==> config.mk <==
export PLATFORM = sky130hd
export DESIGN_NAME = string_to_integer_parser_top
export DESIGN_NICKNAME = d
export VERILOG_FILES = /design/src/sv/stip_pkg.sv /design/src/sv/string_to_integer_parser_top.sv /design/src/sv/stip_front.sv /design/src/sv/stip_back.sv
export VERILOG_INCLUDE_DIRS = /design/src /design/src/sv
export SDC_FILE = /design/constraint.sdc
export NUM_CORES = 1
export LEC_CHECK = 0
export ABC_CLOCK_PERIOD_IN_PS = 13700
export BUFFER_PORTS_ARGS = -buffer_cell sky130_fd_sc_hd__buf_4
export CAP_MARGIN = 20
export CORE_UTILIZATION = 45
export CTS_BUF_LIST = sky130_fd_sc_hd__clkbuf_8
export DETAILED_ROUTE_END_ITERATION = 10
export MAX_ROUTING_LAYER = met4
export PLACE_DENSITY_LB_ADDON = 0.1
export SYNTH_ARGS = -nofsm -noshare
export SYNTH_HDL_FRONTEND = slang
export SYNTH_SLANG_ARGS = --single-unit
==> constraint.sdc <==
create_clock -name clk -period 13.7 [get_ports clk]
set_input_delay 4.11 -clock clk [delete_from_list [all_inputs] [get_ports clk]]
set_output_delay 4.11 -clock clk [all_outputs]
set_load 0.01 [all_outputs]
==> src/sv/string_to_integer_parser_top_macros.svh <==
// Assertion macros for the string-to-integer parser.
// Each check is sampled on clk and is off while rst is high.
`ifndef STRING_TO_INTEGER_PARSER_TOP_MACROS_SVH
`define STRING_TO_INTEGER_PARSER_TOP_MACROS_SVH

// Same-cycle implication
`define STIP_ASSERT_NOW(label, ante, cons, msg) \
  label: assert property (@(posedge clk) disable iff (rst) (ante) |-> (cons)) \
    else $error(msg);

// Next-cycle implication
`define STIP_ASSERT_NEXT(label, ante, cons, msg) \
  label: assert property (@(posedge clk) disable iff (rst) (ante) |=> (cons)) \
    else $error(msg);

`endif

==> src/sv/stip_pkg.sv <==
`default_nettype none
package stip_pkg;

  // Datapath sizes
  localparam int VALUE_BITS = 64;
  localparam int COUNT_BITS = 16;
  localparam int PROD_W     = VALUE_BITS + 7;

  localparam logic [VALUE_BITS-1:0] VALUE_MASK = '1;
  localparam logic [VALUE_BITS-1:0] SMAX_MAG   = {1'b0, {(VALUE_BITS-1){1'b1}}};
  localparam logic [VALUE_BITS-1:0] SMIN_MAG   = {1'b1, {(VALUE_BITS-1){1'b0}}};
  localparam logic [COUNT_BITS-1:0] COUNT_MAX  = '1;

  // Bases
  localparam logic [5:0] BASE_AUTO = 6'd0;
  localparam logic [5:0] BASE_OCT  = 6'd8;
  localparam logic [5:0] BASE_DEC  = 6'd10;
  localparam logic [5:0] BASE_HEX  = 6'd16;
  localparam logic [5:0] BASE_MAX  = 6'd36;

  // Digit value of a byte that is no digit in any base
  localparam logic [5:0] DIGIT_NONE = 6'h3F;

  // Configuration register indexes
  typedef enum logic {
    REG_RADIX  = 1'b0,
    REG_SIGNED = 1'b1
  } reg_idx_t;

  // Classified character
  typedef struct packed {
    logic       start;
    logic       plus;
    logic       minus;
    logic       zero;
    logic       ex;
    logic [5:0] digit;
  } cls_t;

  // Front status
  typedef struct packed {
    logic valid;
    logic full;
  } fstat_t;

  // Back status
  typedef struct packed {
    logic take;
    logic emit;
  } bstat_t;

endpackage
`default_nettype wire

==> src/sv/string_to_integer_parser_top.sv <==
// A terminating character's result reaches the result ports through the front
// queue write and then the back end result register.
// Throughput: one character per cycle through the combinational multiply-add; an
// unpopped result stalls the back end, and the two-entry queue then fills.
// Reset (synchronous, rst high): empties the front queue and the result register,
// parks the parser in the done state, and loads radix 10 and signed mode on.
`default_nettype none
`include "string_to_integer_parser_top_macros.svh"
module string_to_integer_parser_top import stip_pkg::*; (
  input  wire logic        clk,
  input  wire logic        rst,
  input  wire logic [7:0]  ch,
  input  wire logic        start_req,
  input  wire logic        push,
  output logic             full,
  output logic [63:0]      result_value,
  output logic [15:0]      consumed,
  output logic             empty,
  input  wire logic        pop,
  input  wire logic        cfg_valid,
  output logic             cfg_ready,
  input  wire logic        cfg_index,
  input  wire logic [5:0]  cfg_data
);

  logic [5:0] radix;
  logic       signed_mode;
  cls_t       item;
  fstat_t     fstat;
  bstat_t     bstat;

  assign cfg_ready = 1'b1;

  // Configuration registers
  always_ff @(posedge clk) begin
    if (rst) begin
      radix       <= BASE_DEC;
      signed_mode <= 1'b1;
    end else if (cfg_valid && cfg_ready) begin
      case (reg_idx_t'(cfg_index))
        REG_RADIX:  radix       <= cfg_data;
        REG_SIGNED: signed_mode <= cfg_data[0];
        default:    radix       <= radix;
      endcase
    end
  end

  stip_front u_front (
    .clk       (clk),
    .rst       (rst),
    .ch        (ch),
    .start_req (start_req),
    .push      (push),
    .take      (bstat.take),
    .item      (item),
    .stat      (fstat)
  );

  stip_back u_back (
    .clk          (clk),
    .rst          (rst),
    .item         (item),
    .item_valid   (fstat.valid),
    .radix        (radix),
    .signed_mode  (signed_mode),
    .pop          (pop),
    .empty        (empty),
    .result_value (result_value),
    .consumed     (consumed),
    .stat         (bstat)
  );

  assign full = fstat.full;

  // Checks
  `STIP_ASSERT_NOW(a_full_has_data, full, fstat.valid, "front full while queue empty")
  `STIP_ASSERT_NEXT(a_push_lands, push && !full, fstat.valid, "pushed beat not queued")
  `STIP_ASSERT_NEXT(a_pop_frees, !empty && pop && !bstat.emit, empty, "popped result not freed")

endmodule
`default_nettype wire

==> src/sv/stip_front.sv <==
`default_nettype none
module stip_front import stip_pkg::*; (
  input  wire logic       clk,
  input  wire logic       rst,
  input  wire logic [7:0] ch,
  input  wire logic       start_req,
  input  wire logic       push,
  input  wire logic       take,
  output cls_t            item,
  output fstat_t          stat
);

  localparam logic [7:0] CH_PLUS  = 8'h2B;
  localparam logic [7:0] CH_MINUS = 8'h2D;
  localparam logic [7:0] CH_0     = 8'h30;
  localparam logic [7:0] CH_9     = 8'h39;
  localparam logic [7:0] CH_UA    = 8'h41;
  localparam logic [7:0] CH_UZ    = 8'h5A;
  localparam logic [7:0] CH_LA    = 8'h61;
  localparam logic [7:0] CH_LZ    = 8'h7A;
  localparam logic [7:0] CH_X     = 8'h78;
  localparam logic [7:0] LETTER_OFS = 8'd10;

  cls_t       cls;
  cls_t       q [2];
  logic       wr_ptr;
  logic       rd_ptr;
  logic [1:0] count;
  logic       full;
  logic       enq;
  logic       deq;

  // Classify the incoming byte
  always_comb begin
    cls.start = start_req;
    cls.plus  = (ch == CH_PLUS);
    cls.minus = (ch == CH_MINUS);
    cls.zero  = (ch == CH_0);
    cls.ex    = (ch == CH_X);
    if (ch inside {[CH_0:CH_9]}) begin
      cls.digit = 6'(ch - CH_0);
    end else if (ch inside {[CH_LA:CH_LZ]}) begin
      cls.digit = 6'(ch - CH_LA + LETTER_OFS);
    end else if (ch inside {[CH_UA:CH_UZ]}) begin
      cls.digit = 6'(ch - CH_UA + LETTER_OFS);
    end else begin
      cls.digit = DIGIT_NONE;
    end
  end

  assign full = (count == 2'd2);
  assign enq  = push && !full;
  assign deq  = take && (count != 2'd0);

  // Store classified beats
  always_ff @(posedge clk) begin
    if (enq) begin
      q[wr_ptr] <= cls;
    end
  end

  // Advance queue pointers
  always_ff @(posedge clk) begin
    if (rst) begin
      wr_ptr <= 1'b0;
      rd_ptr <= 1'b0;
      count  <= 2'd0;
    end else begin
      if (enq) begin
        wr_ptr <= !wr_ptr;
      end
      if (deq) begin
        rd_ptr <= !rd_ptr;
      end
      count <= count + 2'(enq) - 2'(deq);
    end
  end

  assign item       = q[rd_ptr];
  assign stat.valid = (count != 2'd0);
  assign stat.full  = full;

endmodule
`default_nettype wire

==> src/sv/stip_back.sv <==
`default_nettype none
module stip_back import stip_pkg::*; (
  input  wire logic        clk,
  input  wire logic        rst,
  input  wire cls_t        item,
  input  wire logic        item_valid,
  input  wire logic [5:0]  radix,
  input  wire logic        signed_mode,
  input  wire logic        pop,
  output logic             empty,
  output logic [63:0]      result_value,
  output logic [15:0]      consumed,
  output bstat_t           stat
);

  typedef enum logic [2:0] {
    PH_DONE,
    PH_FIRST,
    PH_LEAD,
    PH_ZERO,
    PH_DIGITS
  } phase_t;

  phase_t                phase, phase_next;
  logic [VALUE_BITS-1:0] acc, acc_next;
  logic [COUNT_BITS-1:0] cnt, cnt_next;
  logic                  neg, neg_next;
  logic [5:0]            base, base_next;

  logic                  out_valid;
  logic [VALUE_BITS-1:0] out_value;
  logic [COUNT_BITS-1:0] out_count;

  logic                  take;
  logic                  run;
  logic                  fin;
  logic                  do_acc;
  logic [1:0]            inc;
  logic [COUNT_BITS:0]   cnt_sum;
  logic [PROD_W-1:0]     prod;
  logic [VALUE_BITS-1:0] lim;
  logic [VALUE_BITS-1:0] acc_base;
  logic [VALUE_BITS-1:0] value;

  assign take = item_valid && (!out_valid || pop);

  // Step the parser by one character
  always_comb begin
    phase_next = phase;
    acc_base   = acc;
    cnt_next   = cnt;
    neg_next   = neg;
    base_next  = base;
    fin        = 1'b0;
    do_acc     = 1'b0;
    inc        = 2'd0;
    run        = item.start || (phase != PH_DONE);

    if (item.start) begin
      acc_base   = '0;
      cnt_next   = '0;
      neg_next   = 1'b0;
      base_next  = radix;
      phase_next = PH_FIRST;
    end

    // Base check and sign
    if (run && phase_next == PH_FIRST) begin
      if (base_next > BASE_MAX) begin
        fin = 1'b1;
        run = 1'b0;
      end else begin
        phase_next = PH_LEAD;
        if (item.plus || item.minus) begin
          neg_next = item.minus;
          inc      = 2'd1;
          run      = 1'b0;
        end
      end
    end

    // Prefix detection
    if (run && phase_next == PH_LEAD) begin
      if (item.zero) begin
        phase_next = PH_ZERO;
        run        = 1'b0;
      end else begin
        if (base_next == BASE_AUTO) begin
          base_next = BASE_DEC;
        end
        phase_next = PH_DIGITS;
      end
    end else if (run && phase_next == PH_ZERO) begin
      if (item.ex && (base_next == BASE_AUTO || base_next == BASE_HEX)) begin
        base_next = BASE_HEX;
        inc       = 2'd2;
        run       = 1'b0;
      end else if (!item.ex && (base_next == BASE_AUTO || base_next == BASE_OCT)) begin
        base_next = BASE_OCT;
        inc       = 2'd1;
      end else begin
        // leading zero counts as a digit of value zero
        if (base_next == BASE_AUTO) begin
          base_next = BASE_DEC;
        end
        inc = 2'd1;
      end
      phase_next = PH_DIGITS;
    end

    // Digit or terminator
    if (run) begin
      if (item.digit >= base_next) begin
        fin = 1'b1;
      end else begin
        do_acc = 1'b1;
        inc    = inc + 2'd1;
      end
    end

    if (fin) begin
      phase_next = PH_DONE;
    end

    cnt_sum  = {1'b0, cnt_next} + (COUNT_BITS+1)'(inc);
    cnt_next = (cnt_sum > {1'b0, COUNT_MAX}) ? COUNT_MAX : cnt_sum[COUNT_BITS-1:0];
  end

  // Multiply-add with exact saturation, except a negative number in unsigned mode wraps
  always_comb begin
    prod = PROD_W'(acc_base) * PROD_W'(base_next) + PROD_W'(item.digit);
    if (signed_mode) begin
      lim = neg_next ? SMIN_MAG : SMAX_MAG;
    end else begin
      lim = VALUE_MASK;
    end
    acc_next = acc_base;
    if (do_acc) begin
      if (!signed_mode && neg_next) begin
        acc_next = prod[VALUE_BITS-1:0];
      end else if (prod > PROD_W'(lim)) begin
        acc_next = lim;
      end else begin
        acc_next = prod[VALUE_BITS-1:0];
      end
    end
    value = neg_next ? (VALUE_BITS'(0) - acc_next) : acc_next;
  end

  // Parser state and result register
  always_ff @(posedge clk) begin
    if (rst) begin
      phase     <= PH_DONE;
      acc       <= '0;
      cnt       <= '0;
      neg       <= 1'b0;
      base      <= BASE_AUTO;
      out_valid <= 1'b0;
    end else begin
      if (take) begin
        phase <= phase_next;
        acc   <= acc_next;
        cnt   <= cnt_next;
        neg   <= neg_next;
        base  <= base_next;
      end
      if (take && fin) begin
        out_valid <= 1'b1;
      end else if (pop) begin
        out_valid <= 1'b0;
      end
    end
  end

  // Hold the result payload until popped
  always_ff @(posedge clk) begin
    if (take && fin) begin
      out_value <= value;
      out_count <= cnt_next;
    end
  end

  assign empty        = !out_valid;
  assign result_value = 64'(out_value);
  assign consumed     = 16'(out_count);
  assign stat.take    = take;
  assign stat.emit    = take && fin;

endmodule
`default_nettype wire
==> impl_metrics.toml <==
[worst_setup_path]
startpoint_type = "register"
crit_slowest_cell = "or4_1"
cp-end-kind = "register"
critPathMaxFanout = 36
required_ns = 14.04
timing_worst_setup_path_type = "register to register"
crit_arrival_ns = 13.60
critPathMaxStageDelay_ns = 0.62

[synthesis]
synth_common_cells = "nand2_1 (409), nor2_1 (319), a21oi_1 (259), fa_1 (253), ha_1 (234)"
synth_top_area_share_pct = 19.5
synth.distinct_cells = 93
async_flop_share_pct = 0
synth_flop_cell = "dfxtp_1"
synth_edf_count = 102
yosysTopAreaCell = "fa_1"
synth_seq_cells = 205
ys.warnings.count = 0
ys_seq_area_share_pct = 19.7
ys_top_cells_by_area = "fa_1 (19%), edfxtp_1 (12%), ha_1 (11%)"
synth.cell_area_um2 = 26000
synth_nets = 3630
synth_cells = 3122
syn_avg_cell_area_um2 = 8.33
yosysMostFrequentCell = "nand2_1"

[routing]
ant_nets = 0
firstDrtPassIters = 5
routedWlPerCell_um = 24.5
via_per_inst = 6.15
via_count = 24246
drc_errors = 0
finalWirelength_mm = 96.6
first_iter_violations = 2216

[power]
p_per_area_nw_per_um2 = 180
ir_drop_v = 0.000116
p_leak_nw = 13.6

[cells_and_area]
fin_nets = 3661
drive_gt1_share_pct = 9.73
fin_cells = 3943
syn_to_final_growth_pct = 10.1

[cts]
cts-root-buf = "clkbuf_8"
htreeDepth = 2
cts_tree = "built"
cts.sinks = 205
max-clock-path-buffers = 3
cts_buffers = 40
insertion_delay_ns = 0.66
clkTransAtPathRegs_ns = 0.06

[die]
die_h_um = 242
design.portCount = 104
dieWidth_um = 242
initial_core_util_pct = 45.9
fp.dieArea_um2 = 58800
core-area_um2 = 56700
rows = 87

[grt]
grt_use_total_pct = 33.9
antenna_found_initial = 2
grt_overflow = 0
first_global_vias = 24432
grt_pass1_wl_mm = 149
grt_max_degree = 103

[timing]
drv_slew = 0
period_needed_ns = 13.26
relSlewSlack_pct = 29.4
fin_setup_tns_ns = 0
clock.fmax_mhz = 75.4
fin_crit_sh_pct = 96.8
finalClockSkew_ns = 0.0643
tightest_slew_ns = 1.06
hold_viol_final = 0
grt_setup_unrepaired = "no"
finalSetupViolCount = 0

[placement]
io_buffers = 102
dp.cells = 3863
gp_congestion = 0.978
place_hpwl_mm = 74.6

[worst_hold_path]
hp-class = "register to register"

[outcome]
status = "finished, final reports clean"

[run]
cap_violations = 0
-- worst max-delay path, delay by kind of cell (launching register included) --
family / cells / cell delay, ns
xor gates and xnor gates: 2 / 0.50
AOI/OAI and AO/OA: 16 / 4.18
adders and majority gates: 6 / 2.48
and+or+nand+nor: 14 / 3.75
buffers and inverters: 5 / 1.01
DFF: 1 / 0.39
muxes: 2 / 0.65
-- cell usage in the layout (no fill, tap or decap), types with 9 or more instances in the layout --
master	netlist	routed
nand2b_1	17	17
and3_1	129	129
edfxtp_1	102	102
o31ai_1	16	15
clkbuf_8	0	49
o21ai_0	118	117
o211ai_1	9	9
o21bai_1	13	13
and4_1	12	12
nand2_1	409	409
a31oi_1	22	21
nand4_1	47	47
nor3_1	51	51
xnor2_1	100	100
a211oi_1	50	49
o2bb2ai_1	9	9
clkinv_2	0	9
buf_4	4	183
o22ai_1	9	9
nand3_1	95	94
a21o_1	40	40
o21a_1	13	12
a21oi_1	259	258
nor2b_1	21	20
and2_1	14	14
inv_1	207	215
ha_1	234	234
xor2_1	45	44
nor2_1	319	317
a21boi_0	10	10
mux2i_1	22	21
dfxtp_1	103	103
fa_1	253	253
-- power breakdown --
group          total, mW  leakage, nW  internal [mW]  switching (mW)
registers           1.07         1.78          0.903           0.166
clock network      0.687        0.491          0.383           0.304
logic               3.39         11.3           1.07            2.32
-- layer usage --
metal	wire length [um]	share of wire, %	up-vias	GRT usage (%)
li1	-	-	10921	-
met1	41200	43	12072	44.1
met2	44600	46	1054	53.2
met3	6530	6.8	199	3.84
met4	4260	4.4	0	14.6
met5	0	0	-	-
-- registers in the layout, summed over array words and instances, names as in the netlist, named ones only --
name                 cells
u_front.wr_ptr           1
u_back.phase             3
u_back.acc              64
u_back.cnt              16
u_front.count            2
u_back.out_valid         1
u_back.result_value     64
u_front.rd_ptr           1
u_front.q               22
signed_mode              1
radix                    6
u_back.neg               1
u_back.base              6
u_back.consumed         16
-- path summary, 6_finish.rpt --
path	startpoint	endpoint	slack, ns	depth (start not counted)
hold reg to reg	u_back.cnt[1]	u_back.cnt[1]	0.46	2
hold / removal	u_back.cnt[1]	u_back.cnt[1]	0.46	2
setup / recovery	register	u_back.result_value[30]	0.44	45
setup reg to reg	register	u_back.result_value[30]	0.44	45
-- per-stage QoR --
step | instance area (um2) | hold slack, ns | worst slack, ns | power [mW] | util [%]
floorplan | 26000 | 0.436 | 1.07 | 3.06 | -
global placement | 27600 | 0.449 | 0.448 | 4.34 | 48.7
detailed placement | 27600 | 0.457 | 0.446 | 4.37 | 48.7
CTS | 28500 | 0.465 | 0.346 | 5.07 | 50.3
global route | 28600 | 0.485 | 0.0636 | 5.43 | 50.5
finish | 28600 | 0.460 | 0.438 | 5.14 | 50.5
-- final cells by class --
type                       instances  area [um2]
fill                            5585       28100
inverter                         211         795
clock inverter                    25         199
clock buffer                      49         674
tap                              756         946
multi-input combinational       2509       19500
timing repair buffer             186        1440
antenna                            2        5.00
sequential                       205        5120
-- logic make-up (layout without fill, tap and decap cells) --
kind of cell               after synthesis  in the layout  synth area share, %
buffers and inverters                  408            471                 6.04
muxes                                   28             28                 1.11
and+or+nand+nor                       1170           1170                 20.9
adders and majority gates              487            487                 30.7
xor gates and xnor gates               145            145                 4.88
other                                    1              3               0.0144
DFF                                    205            205                 19.7
AOI/OAI and AO/OA                      678            678                 16.6
-- repair_timing --
| action | 4_1_cts | 5_1_grt |
|---|---|---|
| setup buffers | 0 | 3 |
| gates resized for setup | 0 | 13 |
| endpoints found under the setup margin | 0 | 42 |
| hold buffers | 0 | 0 |
Power figures use the tool's default switching activity.
